[src/rtl/core/sio_cfg_pkg.sv]
// Shared types, constants and the serial base decode function of the super I/O configuration port.
`default_nettype none

package sio_cfg_pkg;

	localparam int unsigned NumRegs = 16;
	localparam int unsigned IdxW    = $clog2(NumRegs);

	// Access codes.
	localparam logic OP_READ    = 1'b0;
	localparam logic OP_WRITE   = 1'b1;
	localparam logic PORT_INDEX = 1'b0;
	localparam logic PORT_DATA  = 1'b1;

	// Unlock and lock keys written to the index port.
	localparam logic [7:0] KEY_ENTER = 8'h55;
	localparam logic [7:0] KEY_EXIT  = 8'hAA;

	// Register numbers used by the resource decode.
	localparam logic [IdxW-1:0] REG_FDC  = IdxW'(0);
	localparam logic [IdxW-1:0] REG_PAR  = IdxW'(1);
	localparam logic [IdxW-1:0] REG_SER  = IdxW'(2);
	localparam logic [IdxW-1:0] REG_FMOD = IdxW'(3);
	localparam logic [IdxW-1:0] REG_FOPT = IdxW'(5);

	localparam logic [7:0] REG_RESET [NumRegs] = '{
		8'h3A, 8'h9F, 8'hDC, 8'h78, 8'h00, 8'h00, 8'hFF, 8'h00,
		8'h00, 8'h00, 8'h00, 8'h00, 8'h00, 8'h65, 8'h01, 8'h00
	};

	// Base addresses.
	localparam logic [9:0] BASE_NONE    = 10'h000;
	localparam logic [9:0] FDC_PRIMARY  = 10'h3F0;
	localparam logic [9:0] FDC_SECOND   = 10'h370;
	localparam logic [9:0] PAR_MONO     = 10'h3BC;
	localparam logic [9:0] PAR_FIRST    = 10'h378;
	localparam logic [9:0] PAR_SECOND   = 10'h278;
	localparam logic [9:0] SER_FIRST    = 10'h3F8;
	localparam logic [9:0] SER_SECOND   = 10'h2F8;

	localparam logic [9:0] SER_THIRD  [4] = '{10'h338, 10'h3E8, 10'h2E8, 10'h220};
	localparam logic [9:0] SER_FOURTH [4] = '{10'h238, 10'h2E8, 10'h2E0, 10'h228};

	typedef enum logic [2:0] {
		ST_LOCKED = 3'b001,
		ST_KEY    = 3'b010,
		ST_OPEN   = 3'b100
	} lock_state_t;

	// One bus access as captured in the input register.
	typedef struct packed {
		logic       valid;
		logic       opcode;
		logic       port_select;
		logic [7:0] data;
	} access_t;

	// Result of one access and the register contents after it.
	typedef struct packed {
		logic       config_mode;
		logic       pass;
		logic [7:0] read_data;
		logic [7:0] r_fdc;
		logic [7:0] r_par;
		logic [7:0] r_ser;
		logic [7:0] r_fmod;
		logic [7:0] r_fopt;
	} view_t;

	// Decoded resource assignment.
	typedef struct packed {
		logic [9:0] floppy_base;
		logic [9:0] parallel_base;
		logic [9:0] serial_one_base;
		logic [9:0] serial_two_base;
		logic       os2_mode;
		logic [1:0] density_force;
		logic       drive_swap;
	} resources_t;

	function automatic logic [9:0] serial_base(input logic en, input logic [1:0] sel,
		input logic [1:0] alt);
		logic [9:0] b;
		case (sel)
			2'd0:    b = SER_FIRST;
			2'd1:    b = SER_SECOND;
			2'd2:    b = SER_THIRD[alt];
			default: b = SER_FOURTH[alt];
		endcase
		return en ? b : BASE_NONE;
	endfunction

endpackage

`default_nettype wire

[src/rtl/core/sio_cfg_regs.sv]
// Lock sequencer, index register and register file of the configuration port.
`default_nettype none

module sio_cfg_regs (
	input  wire                        clk,
	input  wire                        arst_n,
	input  wire sio_cfg_pkg::access_t  acc,
	output sio_cfg_pkg::view_t         view
);
	import sio_cfg_pkg::*;

	lock_state_t      state_q, state_d;
	logic [IdxW-1:0]  index_q, index_d;
	logic [7:0]       regs_q [NumRegs];
	logic [7:0]       regs_d [NumRegs];
	logic             idx_wr, data_wr, unlocked;

	assign unlocked = (state_q == ST_OPEN);
	assign idx_wr   = acc.valid && (acc.opcode == OP_WRITE) && (acc.port_select == PORT_INDEX);
	assign data_wr  = acc.valid && (acc.opcode == OP_WRITE) && (acc.port_select == PORT_DATA)
		&& unlocked;

	always_comb begin
		state_d = state_q;
		index_d = index_q;
		if (idx_wr) begin
			unique case (state_q)
				ST_LOCKED: state_d = (acc.data == KEY_ENTER) ? ST_KEY : ST_LOCKED;
				ST_KEY:    state_d = (acc.data == KEY_ENTER) ? ST_OPEN : ST_LOCKED;
				ST_OPEN: begin
					if (acc.data[7:IdxW] == '0)
						index_d = acc.data[IdxW-1:0];
					if (acc.data == KEY_EXIT)
						state_d = ST_LOCKED;
				end
				default:   state_d = ST_LOCKED;
			endcase
		end
	end

	always_comb begin
		for (int i = 0; i < NumRegs; i++) begin
			regs_d[i] = (data_wr && index_q == IdxW'(i)) ? acc.data : regs_q[i];
		end
	end

	always_ff @(posedge clk or negedge arst_n) begin
		if (!arst_n) begin
			state_q <= ST_LOCKED;
			index_q <= '0;
			for (int i = 0; i < NumRegs; i++)
				regs_q[i] <= REG_RESET[i];
		end else begin
			state_q <= state_d;
			index_q <= index_d;
			for (int i = 0; i < NumRegs; i++)
				regs_q[i] <= regs_d[i];
		end
	end

	// Reads never change state, so they see the current contents.
	always_comb begin
		view.read_data = '0;
		view.pass      = 1'b0;
		if (acc.opcode == OP_READ) begin
			if (!unlocked)
				view.pass = 1'b1;
			else if (acc.port_select == PORT_INDEX)
				view.read_data = {{(8-IdxW){1'b0}}, index_q};
			else
				view.read_data = regs_q[index_q];
		end
		view.config_mode = (state_d == ST_OPEN);
		view.r_fdc       = regs_d[REG_FDC];
		view.r_par       = regs_d[REG_PAR];
		view.r_ser       = regs_d[REG_SER];
		view.r_fmod      = regs_d[REG_FMOD];
		view.r_fopt      = regs_d[REG_FOPT];
	end

endmodule

`default_nettype wire

[src/rtl/core/sio_cfg_decode.sv]
// Resource address decode from the configuration registers.
`default_nettype none

module sio_cfg_decode (
	input  wire sio_cfg_pkg::view_t  view,
	output sio_cfg_pkg::resources_t  res
);
	import sio_cfg_pkg::*;

	always_comb begin
		if (view.r_fdc[4:3] == 2'b11)
			res.floppy_base = view.r_fopt[0] ? FDC_SECOND : FDC_PRIMARY;
		else
			res.floppy_base = BASE_NONE;

		case (view.r_par[1:0])
			2'd1:    res.parallel_base = PAR_MONO;
			2'd2:    res.parallel_base = PAR_FIRST;
			2'd3:    res.parallel_base = PAR_SECOND;
			default: res.parallel_base = BASE_NONE;
		endcase

		res.serial_one_base = serial_base(view.r_ser[2], view.r_ser[1:0], view.r_par[6:5]);
		res.serial_two_base = serial_base(view.r_ser[6], view.r_ser[5:4], view.r_par[6:5]);
		res.os2_mode        = view.r_fmod[1];
		res.density_force   = view.r_fopt[4:3];
		res.drive_swap      = view.r_fopt[5];
	end

endmodule

`default_nettype wire

[src/rtl/core/super_io_config_port.sv]
// Top level of the super I/O configuration port: input register, state and result register.
`default_nettype none

// Usage.
// Each word on the input side is one bus access: opcode selects read or write, port_select
// picks the index port or the data port, and write_data carries the byte of a write.
// A word is taken at a rising edge where start is high and busy is low. busy is always
// low, so a new access may be presented in every cycle and one word per cycle goes through.
// The access is captured in an input register, applied to the lock sequencer, index
// register and sixteen-entry register file in the following cycle, and its result is
// registered at the end of that cycle. The result word therefore sits on the ports from
// the result register, with done high for the cycle in which it is shown, and is taken at
// the rising edge that ends that cycle. The receiver cannot stall it, so a result not taken
// in that cycle is lost. Accesses are applied strictly in order.
// Every result carries the read byte (or the pass-through flag for a read while locked),
// the configuration-mode flag after the access, and the resource assignment decoded from
// the register file after the access.
// Reset is asynchronous and active low: the port comes up locked with index zero, the
// register file at its default contents, and no access or result in flight.

module super_io_config_port (
	input  wire        clk,
	input  wire        arst_n,
	input  wire        start,
	output logic       busy,
	input  wire        opcode,
	input  wire        port_select,
	input  wire  [7:0] write_data,
	output logic       done,
	output logic [7:0] read_data,
	output logic       pass_to_floppy,
	output logic       config_mode,
	output logic [9:0] floppy_base,
	output logic [9:0] parallel_base,
	output logic [9:0] serial_one_base,
	output logic [9:0] serial_two_base,
	output logic       os2_mode,
	output logic [1:0] density_force,
	output logic       drive_swap
);
	import sio_cfg_pkg::*;

	access_t    acc_s1;
	view_t      view;
	resources_t res;
	logic       done_s2;

	// State update and decode are combinational, so the port never holds off a word.
	assign busy = 1'b0;

	// Input register. Only the valid flag matters after reset.
	always_ff @(posedge clk or negedge arst_n) begin
		if (!arst_n) begin
			acc_s1 <= '0;
		end else begin
			acc_s1.valid       <= start && !busy;
			acc_s1.opcode      <= opcode;
			acc_s1.port_select <= port_select;
			acc_s1.data        <= write_data;
		end
	end

	sio_cfg_regs u_regs (
		.clk    (clk),
		.arst_n (arst_n),
		.acc    (acc_s1),
		.view   (view)
	);

	sio_cfg_decode u_decode (
		.view (view),
		.res  (res)
	);

	// Result register.
	always_ff @(posedge clk or negedge arst_n) begin
		if (!arst_n)
			done_s2 <= 1'b0;
		else
			done_s2 <= acc_s1.valid;
	end

	always_ff @(posedge clk) begin
		if (acc_s1.valid) begin
			read_data       <= view.read_data;
			pass_to_floppy  <= view.pass;
			config_mode     <= view.config_mode;
			floppy_base     <= res.floppy_base;
			parallel_base   <= res.parallel_base;
			serial_one_base <= res.serial_one_base;
			serial_two_base <= res.serial_two_base;
			os2_mode        <= res.os2_mode;
			density_force   <= res.density_force;
			drive_swap      <= res.drive_swap;
		end
	end

	assign done = done_s2;

`ifndef NO_ASSERTIONS
	// Every accepted word yields its result strobe after passing the input and result registers.
	a_latency: assert property (@(posedge clk) disable iff (!arst_n)
		start && !busy |-> ##2 done)
		else $error("result strobe missing two cycles after an accepted word");

	// A result is only produced for a word that was accepted.
	a_no_spurious: assert property (@(posedge clk) disable iff (!arst_n)
		done |-> $past(start && !busy, 2))
		else $error("result strobe without an accepted word");

	// A pass-through read only happens while the port is locked.
	a_pass_locked: assert property (@(posedge clk) disable iff (!arst_n)
		done && pass_to_floppy |-> !config_mode && read_data == 8'h00)
		else $error("pass-through flagged while unlocked or with read data");

	// The floppy controller base is one of its two addresses or disabled.
	a_fdc_base: assert property (@(posedge clk) disable iff (!arst_n)
		done |-> floppy_base == BASE_NONE || floppy_base == FDC_PRIMARY
			|| floppy_base == FDC_SECOND)
		else $error("floppy base address outside its legal set");
`endif

endmodule

`default_nettype wire
[config.mk]
export PLATFORM = sky130hd
export DESIGN_NAME = super_io_config_port
export DESIGN_NICKNAME = d
export VERILOG_FILES = /design/src/rtl/core/sio_cfg_pkg.sv /design/src/rtl/core/sio_cfg_regs.sv /design/src/rtl/core/sio_cfg_decode.sv /design/src/rtl/core/super_io_config_port.sv
export SDC_FILE = /design/constraint.sdc
export NUM_CORES = 1
export LEC_CHECK = 0
export ABC_AREA = 0
export BUFFER_PORTS_ARGS = -buffer_cell sky130_fd_sc_hd__buf_4
export CAP_MARGIN = 20
export CORE_MARGIN = 8
export CORE_UTILIZATION = 47
export CTS_CLUSTER_SIZE = 20
export DETAILED_ROUTE_END_ITERATION = 8
export PLACE_DENSITY = 0.64
export SLEW_MARGIN = 20
export SYNTH_ARGS = -nofsm -noshare
export SYNTH_HDL_FRONTEND = slang
export SYNTH_HIERARCHICAL = 1
export SYNTH_SLANG_ARGS = --single-unit
[constraint.sdc]
create_clock -name clk -period 4.5 [get_ports clk]
set_input_delay 0.225 -clock clk [delete_from_list [all_inputs] [get_ports clk]]
set_output_delay 0.225 -clock clk [all_outputs]
set_load 0.02 [all_outputs]
==> results of run 1 <==
[per-stage QoR]
stage	instance area, sq um	hold slack (ps)	worst slack (ps)	instances	total power [mW]
2_1_floorplan	8907	-70.59	885.7	583	2.014
3_3_place_gp	9448	335.1	1694	835	2.093
3_5_place_dp	9448	335.6	1620	835	2.096
4_1_cts	10360	348.6	1578	887	4.062
5_1_grt	10360	347.7	1416	887	4.156
6_report	10360	376.5	1577	887	4.007
[critical path: cells and delay by family (launching register included)]
family	cells	cell delay, ps
flops	1	480
fa+ha+maj	1	210
simple gates	3	1190
mux	2	760
compound gates	1	130
[layer usage]
metal	wire length (um)	GRT usage, %	vias up
li1	-	-	2198
met1	8311	21.54	2549
met2	8782	25.97	138
met3	1076	3.552	45
met4	638	5.973	0
met5	0	0	-
[final timing paths]
kind | startpoint | endpoint | slack, ps | cells past startpoint
max | u_regs/state_q[1]$_DFF_PN0_ | serial_two_base[3]$_DFFE_PP_ | 1580 | 7
min | write_data[2] | acc_s1[2]$_DFF_PN0_ | 380 | 2
max reg2reg | u_regs/state_q[1]$_DFF_PN0_ | serial_two_base[3]$_DFFE_PP_ | 1580 | 7
min reg2reg | u_regs/regs_q[34]$_DFFE_PN0P_ | u_regs/regs_q[34]$_DFFE_PN0P_ | 490 | 1
max in group asynchronous | arst_n | u_regs/regs_q[111]$_DFF_PN1_ | 3020 | 3
min in group asynchronous | arst_n | acc_s1[4]$_DFF_PN0_ | 430 | 2
[cells by family (layout without fill, tap and decap cells)]
logic type               Yosys count  in the layout  share of synthesized area, %
flip-flops                       201            201                         60.25
multiplexers                     180            180                         25.95
buffers and inverters             75            145                         4.544
AND/OR/NAND/NOR                   72             72                         5.476
AO/OA/AOI/OAI                     35             35                         2.709
adder cells (fa/ha/maj)            7              7                        0.9878
other                              2             13                       0.08471
[cell type report]
class                      instances  area, sq um  share of cell area, %
tap                              234        292.8                  2.825
inverter                          14        52.55                 0.5071
timing repair buffer              91        719.4                  6.942
clock buffer                      31        645.6                  6.230
multi-input combinational        307         3163                  30.52
sequential                       201         5343                  51.55
clock inverter                     9        147.6                  1.425
[flip-flops by register name, summed over array words and instances, names as in the netlist]
name and flops:
acc_s1 11, config_mode 1, density_force 2, done 1
drive_swap 1, floppy_base 10, os2_mode 1, parallel_base 10
pass_to_floppy 1, read_data 8, serial_one_base 10, serial_two_base 10
u_regs/index_q 4, u_regs/regs_q 128, u_regs/state_q 3
[power by group]
group,internal (mW),total [mW],switching [mW]
combinational,0.0489,0.145,0.0958
sequential,1.90,1.92,0.0173
clock,1.23,1.94,0.712
total,3.18,4.01,0.825
[synth_stat cells (3+ instances only)]
library cell | instances | area share, %
nor2_1 | 6 | 0.25
clkbuf_1 | 17 | 0.72
mux4_2 | 26 | 6.6
nand3b_1 | 4 | 0.34
o21ai_0 | 4 | 0.23
or2_2 | 3 | 0.21
nor2b_1 | 5 | 0.35
mux2_2 | 137 | 17
nor3_4 | 4 | 0.73
o22ai_1 | 4 | 0.28
nand3_1 | 14 | 0.79
a21oi_1 | 7 | 0.40
dfrtp_1 | 114 | 32
buf_4 | 31 | 2.6
dfstp_2 | 33 | 9.8
edfxtp_1 | 54 | 18
buf_1 | 9 | 0.38
a31oi_1 | 5 | 0.35
inv_1 | 14 | 0.59
ha_1 | 7 | 0.99
nor2_2 | 9 | 0.64
buf_2 | 3 | 0.17
nand2_1 | 10 | 0.42
mux2i_1 | 15 | 1.7
o22a_1 | 3 | 0.30
[repair_timing]
item	CTS	global route
hold endpoints to repair	103	0
hold buffers	12	0
gates resized for setup	0	0
==> impl_metrics.tcl, run 1 <==
set metrics [dict create \
    start_util_pct 47.72 \
    crit_type "flop to flop" \
    p_leak_nw 4.529 \
    globalRouteOverflowTotal 0 \
    antenna_left 0 \
    fin_util_pct 55.78 \
    numPortBuffers 67 \
    syn_area_sq_um 8866 \
    crit_path_end_kind "flop" \
    synth_cell_types 48 \
    dp_hpwl_um 11830 \
    hold_viol_final 0 \
    slew_viol_final 0 \
    cp-start-kind "flop" \
    required_ps 4850 \
    clockRootBuffer "clkbuf_16" \
    cts_buffer_depth 3 \
    worst_pin_slew_ps 922.8 \
    area_delta_synth_final_pct 16.89 \
    crit_chain "nor3b_4 > nand4b_1 > nor3_4 > mux2_2 > ha_1 > mux2_1 > a21oi_2" \
    h-tree-depth 1 \
    drv_cap 0 \
    die_y_um 153.3 \
    rsz0062_at_grt "no" \
    hold_path.class "primary input to flop" \
    grt_antenna_before_repair 0 \
    grt_max_degree 117 \
    vias_per_cell 5.558 \
    cts_tree "done" \
    post_cts_buffers 0 \
    n_fill_cell 1454 \
    pin_count 69 \
    period_share_pct 64.95 \
    die_w_um 153.3 \
    cts_made_buffers 22 \
    yosys_register_bits 201 \
    cp_max_fo 8 \
    status "complete, no violations" \
    vdd_drop_max_mv 0.2893 \
    grt_pass1_wl_um 30430 \
    layout_common_cells "137 x mux2_2, 113 x dfrtp_1, 78 x buf_4, 54 x edfxtp_1, 33 x dfstp_2" \
    drt-wirelength-per-cell_um 21.20 \
    critPathMaxStageDelay_ps 480 \
    dieArea_sq_um 23510 \
    globalRouteTotalUtil_pct 16.27 \
    std_cell_rows 50 \
    drtIter0Drc 294 \
    routabilityCongestion 0.8722 \
    clk_latency_ps 500 \
    clock_skew_ps 18.05 \
    synth_top_flop_cell "dfrtp_1" \
    setup_tns_ps 0 \
    drc 0 \
    layout_min_cycle_time_ps 2923 \
    cts_num_sinks 201 \
    slowest_stage "dfrtp_1" \
    clk_pin_slew_ps 70 \
    vias 4930 \
    synthArstFlopShare_pct 73.13 \
    wl_um 18810 \
    yosysWarnings 6 \
    layout-drive-gt1-share_pct 51.61 \
    final_common_cell "mux2_2" \
    synthCells 572 \
    setup_viol 0 \
    core_area_sq_um 18580 \
    finalNetCount 657 \
    max_slew_margin_pct 38.48 \
    arrival_ps 3280 \
    ys_seq_area_share_pct 60.25 \
    dr.pass1.iters 4 \
    syn_area_per_cell_sq_um 15.50 \
    grt_pass1_vias 5273 \
    diodes 0 \
    synth-edff-count 54 \
    fmax_ghz 0.3421 \
    p_per_area_nw_per_um2 386.6 \
]
Power figures use the tool's default switching activity.
==> inputs of run 2 (changes only) <==
==> constraint.sdc (replaced) <==
create_clock -name clk -period 3 [get_ports clk]
set_input_delay 0.15 -clock clk [delete_from_list [all_inputs] [get_ports clk]]
set_output_delay 0.15 -clock clk [all_outputs]
set_load 0.02 [all_outputs]
==> run 2 against run 1 <==
Net effect: global-route usage decreased by 0.18 points; critical path depth is the same; non-clock buffer count increased by 14; maximum frequency grew 12%; count of clock-buffer cells in the layout up 3; power grew 46%; first-iteration DRC count decreased by 30%; setup slack got worse by 1200 ps; via count fell by 0.20%; combinational power rose by 55%; sequential power is 50% higher; worst hold slack got worse by 88 ps; critical path type unchanged; critical endpoint is now serial_one_base[8]$_DFFE_PP_; highest routed layer unchanged.
==> impl_metrics.tcl, run 2 (synthesized netlist as in run 1, its figures left out) <==
set metrics [dict create \
    max_slew_margin_pct 45.31 \
    dieArea_sq_um 23510 \
    hold_viol_final 0 \
    routabilityCongestion 0.8522 \
    power_mw 5.840 \
    layout-drive-gt1-share_pct 52.17 \
    cts_tree "done" \
    cp_max_fo 8 \
    layout_common_cells "137 x mux2_2, 113 x dfrtp_1, 91 x buf_4, 54 x edfxtp_1, 33 x dfstp_2" \
    wl_um 18710 \
    area_delta_synth_final_pct 17.71 \
    die_w_um 153.3 \
    critPathTopFamily "simple AND/OR/NAND/NOR gates" \
    drtIter0Drc 207 \
    cts_made_buffers 22 \
    grt_use_met3_pct 3.186 \
    internal-power_mw 4.640 \
    post_cts_buffers 0 \
    largest_register_ffs 128 \
    start_util_pct 47.72 \
    clockPowerShare_pct 46.8 \
    comb_power_share_pct 3.9 \
    diodes 0 \
    r2r_slack_ps 380 \
    use_met2_pct 26.33 \
    use_met1_pct 21.49 \
    worstReg2RegStart "u_regs/state_q[1]$_DFF_PN0_" \
    hold_path.class "primary input to async pin" \
    busiest_layer "met2" \
    cp-start-kind "flop" \
    reg.largest.list "u_regs/regs_q: 128 flops, acc_s1: 11 flops" \
    fmax_ghz 0.3821 \
    period_share_pct 87.25 \
    clk_pin_slew_ps 60 \
    vias_per_cell 5.461 \
    p_sw_share_pct 20.55 \
    clk_latency_ps 490 \
    clock_skew_ps 8.858 \
    grt_pass1_vias 5423 \
    grt_pass1_wl_um 30310 \
    crit_path_end_kind "flop" \
    finalNetCount 671 \
    layout_min_cycle_time_ps 2617 \
    cts_buffer_depth 3 \
    slew_viol_final 0 \
    setup_viol 0 \
    drt-wirelength-per-cell_um 20.76 \
    vias 4920 \
    ff2ff_path_depth 7 \
    critPathMaxStageDelay_ps 480 \
    final_common_cell "mux2_2" \
    p_per_area_nw_per_um2 559.6 \
    n_fill_cell 1509 \
    dr.pass1.iters 4 \
    crit_chain "nor3b_4 > buf_4 > nand4_1 > nor3_4 > buf_4 > mux2_2 > a211oi_1" \
    p_leak_nw 4.586 \
    globalRouteOverflowTotal 0 \
    r2r_end "serial_one_base[8]$_DFFE_PP_" \
    clockRootBuffer "clkbuf_16" \
    drc 0 \
    required_ps 3300 \
    crit_type "flop to flop" \
    pin_count 69 \
    top_register "u_regs/regs_q" \
    std_cell_rows 50 \
    dp_hpwl_um 12770 \
    numPortBuffers 67 \
    p_seq_share_pct 49.4 \
    drv_cap 0 \
    globalRouteTotalUtil_pct 16.09 \
    setup_tns_ps 0 \
    antenna_left 0 \
    status "complete, no violations" \
    grt_max_degree 90 \
    worst_pin_slew_ps 820.4 \
    h-tree-depth 1 \
    die_y_um 153.3 \
    arrival_ps 2920 \
    rsz0062_at_grt "no" \
    cp_common_cell "buf_4" \
    switchingPower_mw 1.200 \
    cts_num_sinks 201 \
    critical_path_buf_inv_count 2 \
    grt_antenna_before_repair 0 \
    slowest_stage "dfrtp_1" \
    core_area_sq_um 18580 \
    vdd_drop_max_mv 0.5130 \
]
## run 2: cell count changes in the layout (fill, tap and decap cells not counted)
cell and change:
bufinv_16 -2, dfrtp_2 -1, clkinvlp_4 -1, buf_12 +1, dfrtp_4 +1, clkbuf_1 +3, clkbuf_16 +1, buf_6 +1
buf_4 +13, clkbuf_8 -2
## run 2: final cells by class
type	count	area, sq um	share of cell area (%)
Sequential cell	201	5345	51.22
Clock buffer	34	668.1	6.402
Multi-Input combinational cell	307	3163	30.31
Inverter	14	52.55	0.5035
Clock inverter	6	80.08	0.7673
Tap cell	234	292.8	2.805
Timing Repair Buffer	105	834.6	7.997
## run 2: repair_timing
item	4_1_cts	5_1_grt
setup endpoints to repair	0	0
gates resized for setup	0	0
hold buffers	12	0
endpoints found under the hold margin	78	0
## run 2: metal layers
layer	part of all wire, %	up-vias
met5	0	-
li1	-	2210
met2	49	126
met1	44	2561
met4	1.5	0
met3	6.1	23
## run 2: power groups by stage
stage / combinational [mW] / sequential (mW) / clock, mW
finish: 0.225 / 2.88 / 2.73
global placement: 0.214 / 2.93 / 0
global route: 0.244 / 2.89 / 2.93
CTS: 0.231 / 2.88 / 2.82
detailed placement: 0.218 / 2.93 / 0
floorplan: 0.0426 / 2.98 / 0
## run 2: per-stage QoR
stage | hold WS, ps | util [%] | setup slack (ps) | std cells | area, sq um
global placement | 259.1 | 51.49 | 462.5 | 849 | 9568
finish | 288.9 | 56.17 | 382.6 | 901 | 10440
CTS | 281.9 | 56.17 | 377.4 | 901 | 10440
detailed placement | 260.3 | 51.49 | 414.4 | 849 | 9568
global route | 291.5 | 56.17 | 189.6 | 901 | 10440
floorplan | -145.6 | - | 136.5 | 583 | 8911
## run 2: how the worst max path moves through the flow
stage                                        end  depth (start not counted)                        start  slack [ps]
finish              serial_one_base[8]$_DFFE_PP_                          7  u_regs/state_q[1]$_DFF_PN0_         380
global route        serial_one_base[8]$_DFFE_PP_                          7  u_regs/state_q[1]$_DFF_PN0_         190
CTS                 serial_two_base[3]$_DFFE_PP_                          7  u_regs/state_q[1]$_DFF_PN0_         380
detailed placement  serial_one_base[8]$_DFFE_PP_                          7  u_regs/state_q[1]$_DFF_PN0_         410
global placement    serial_two_base[3]$_DFFE_PP_                          7  u_regs/state_q[1]$_DFF_PN0_         460
floorplan           serial_one_base[7]$_DFFE_PP_                          9         acc_s1[10]$_DFF_PN0_         140
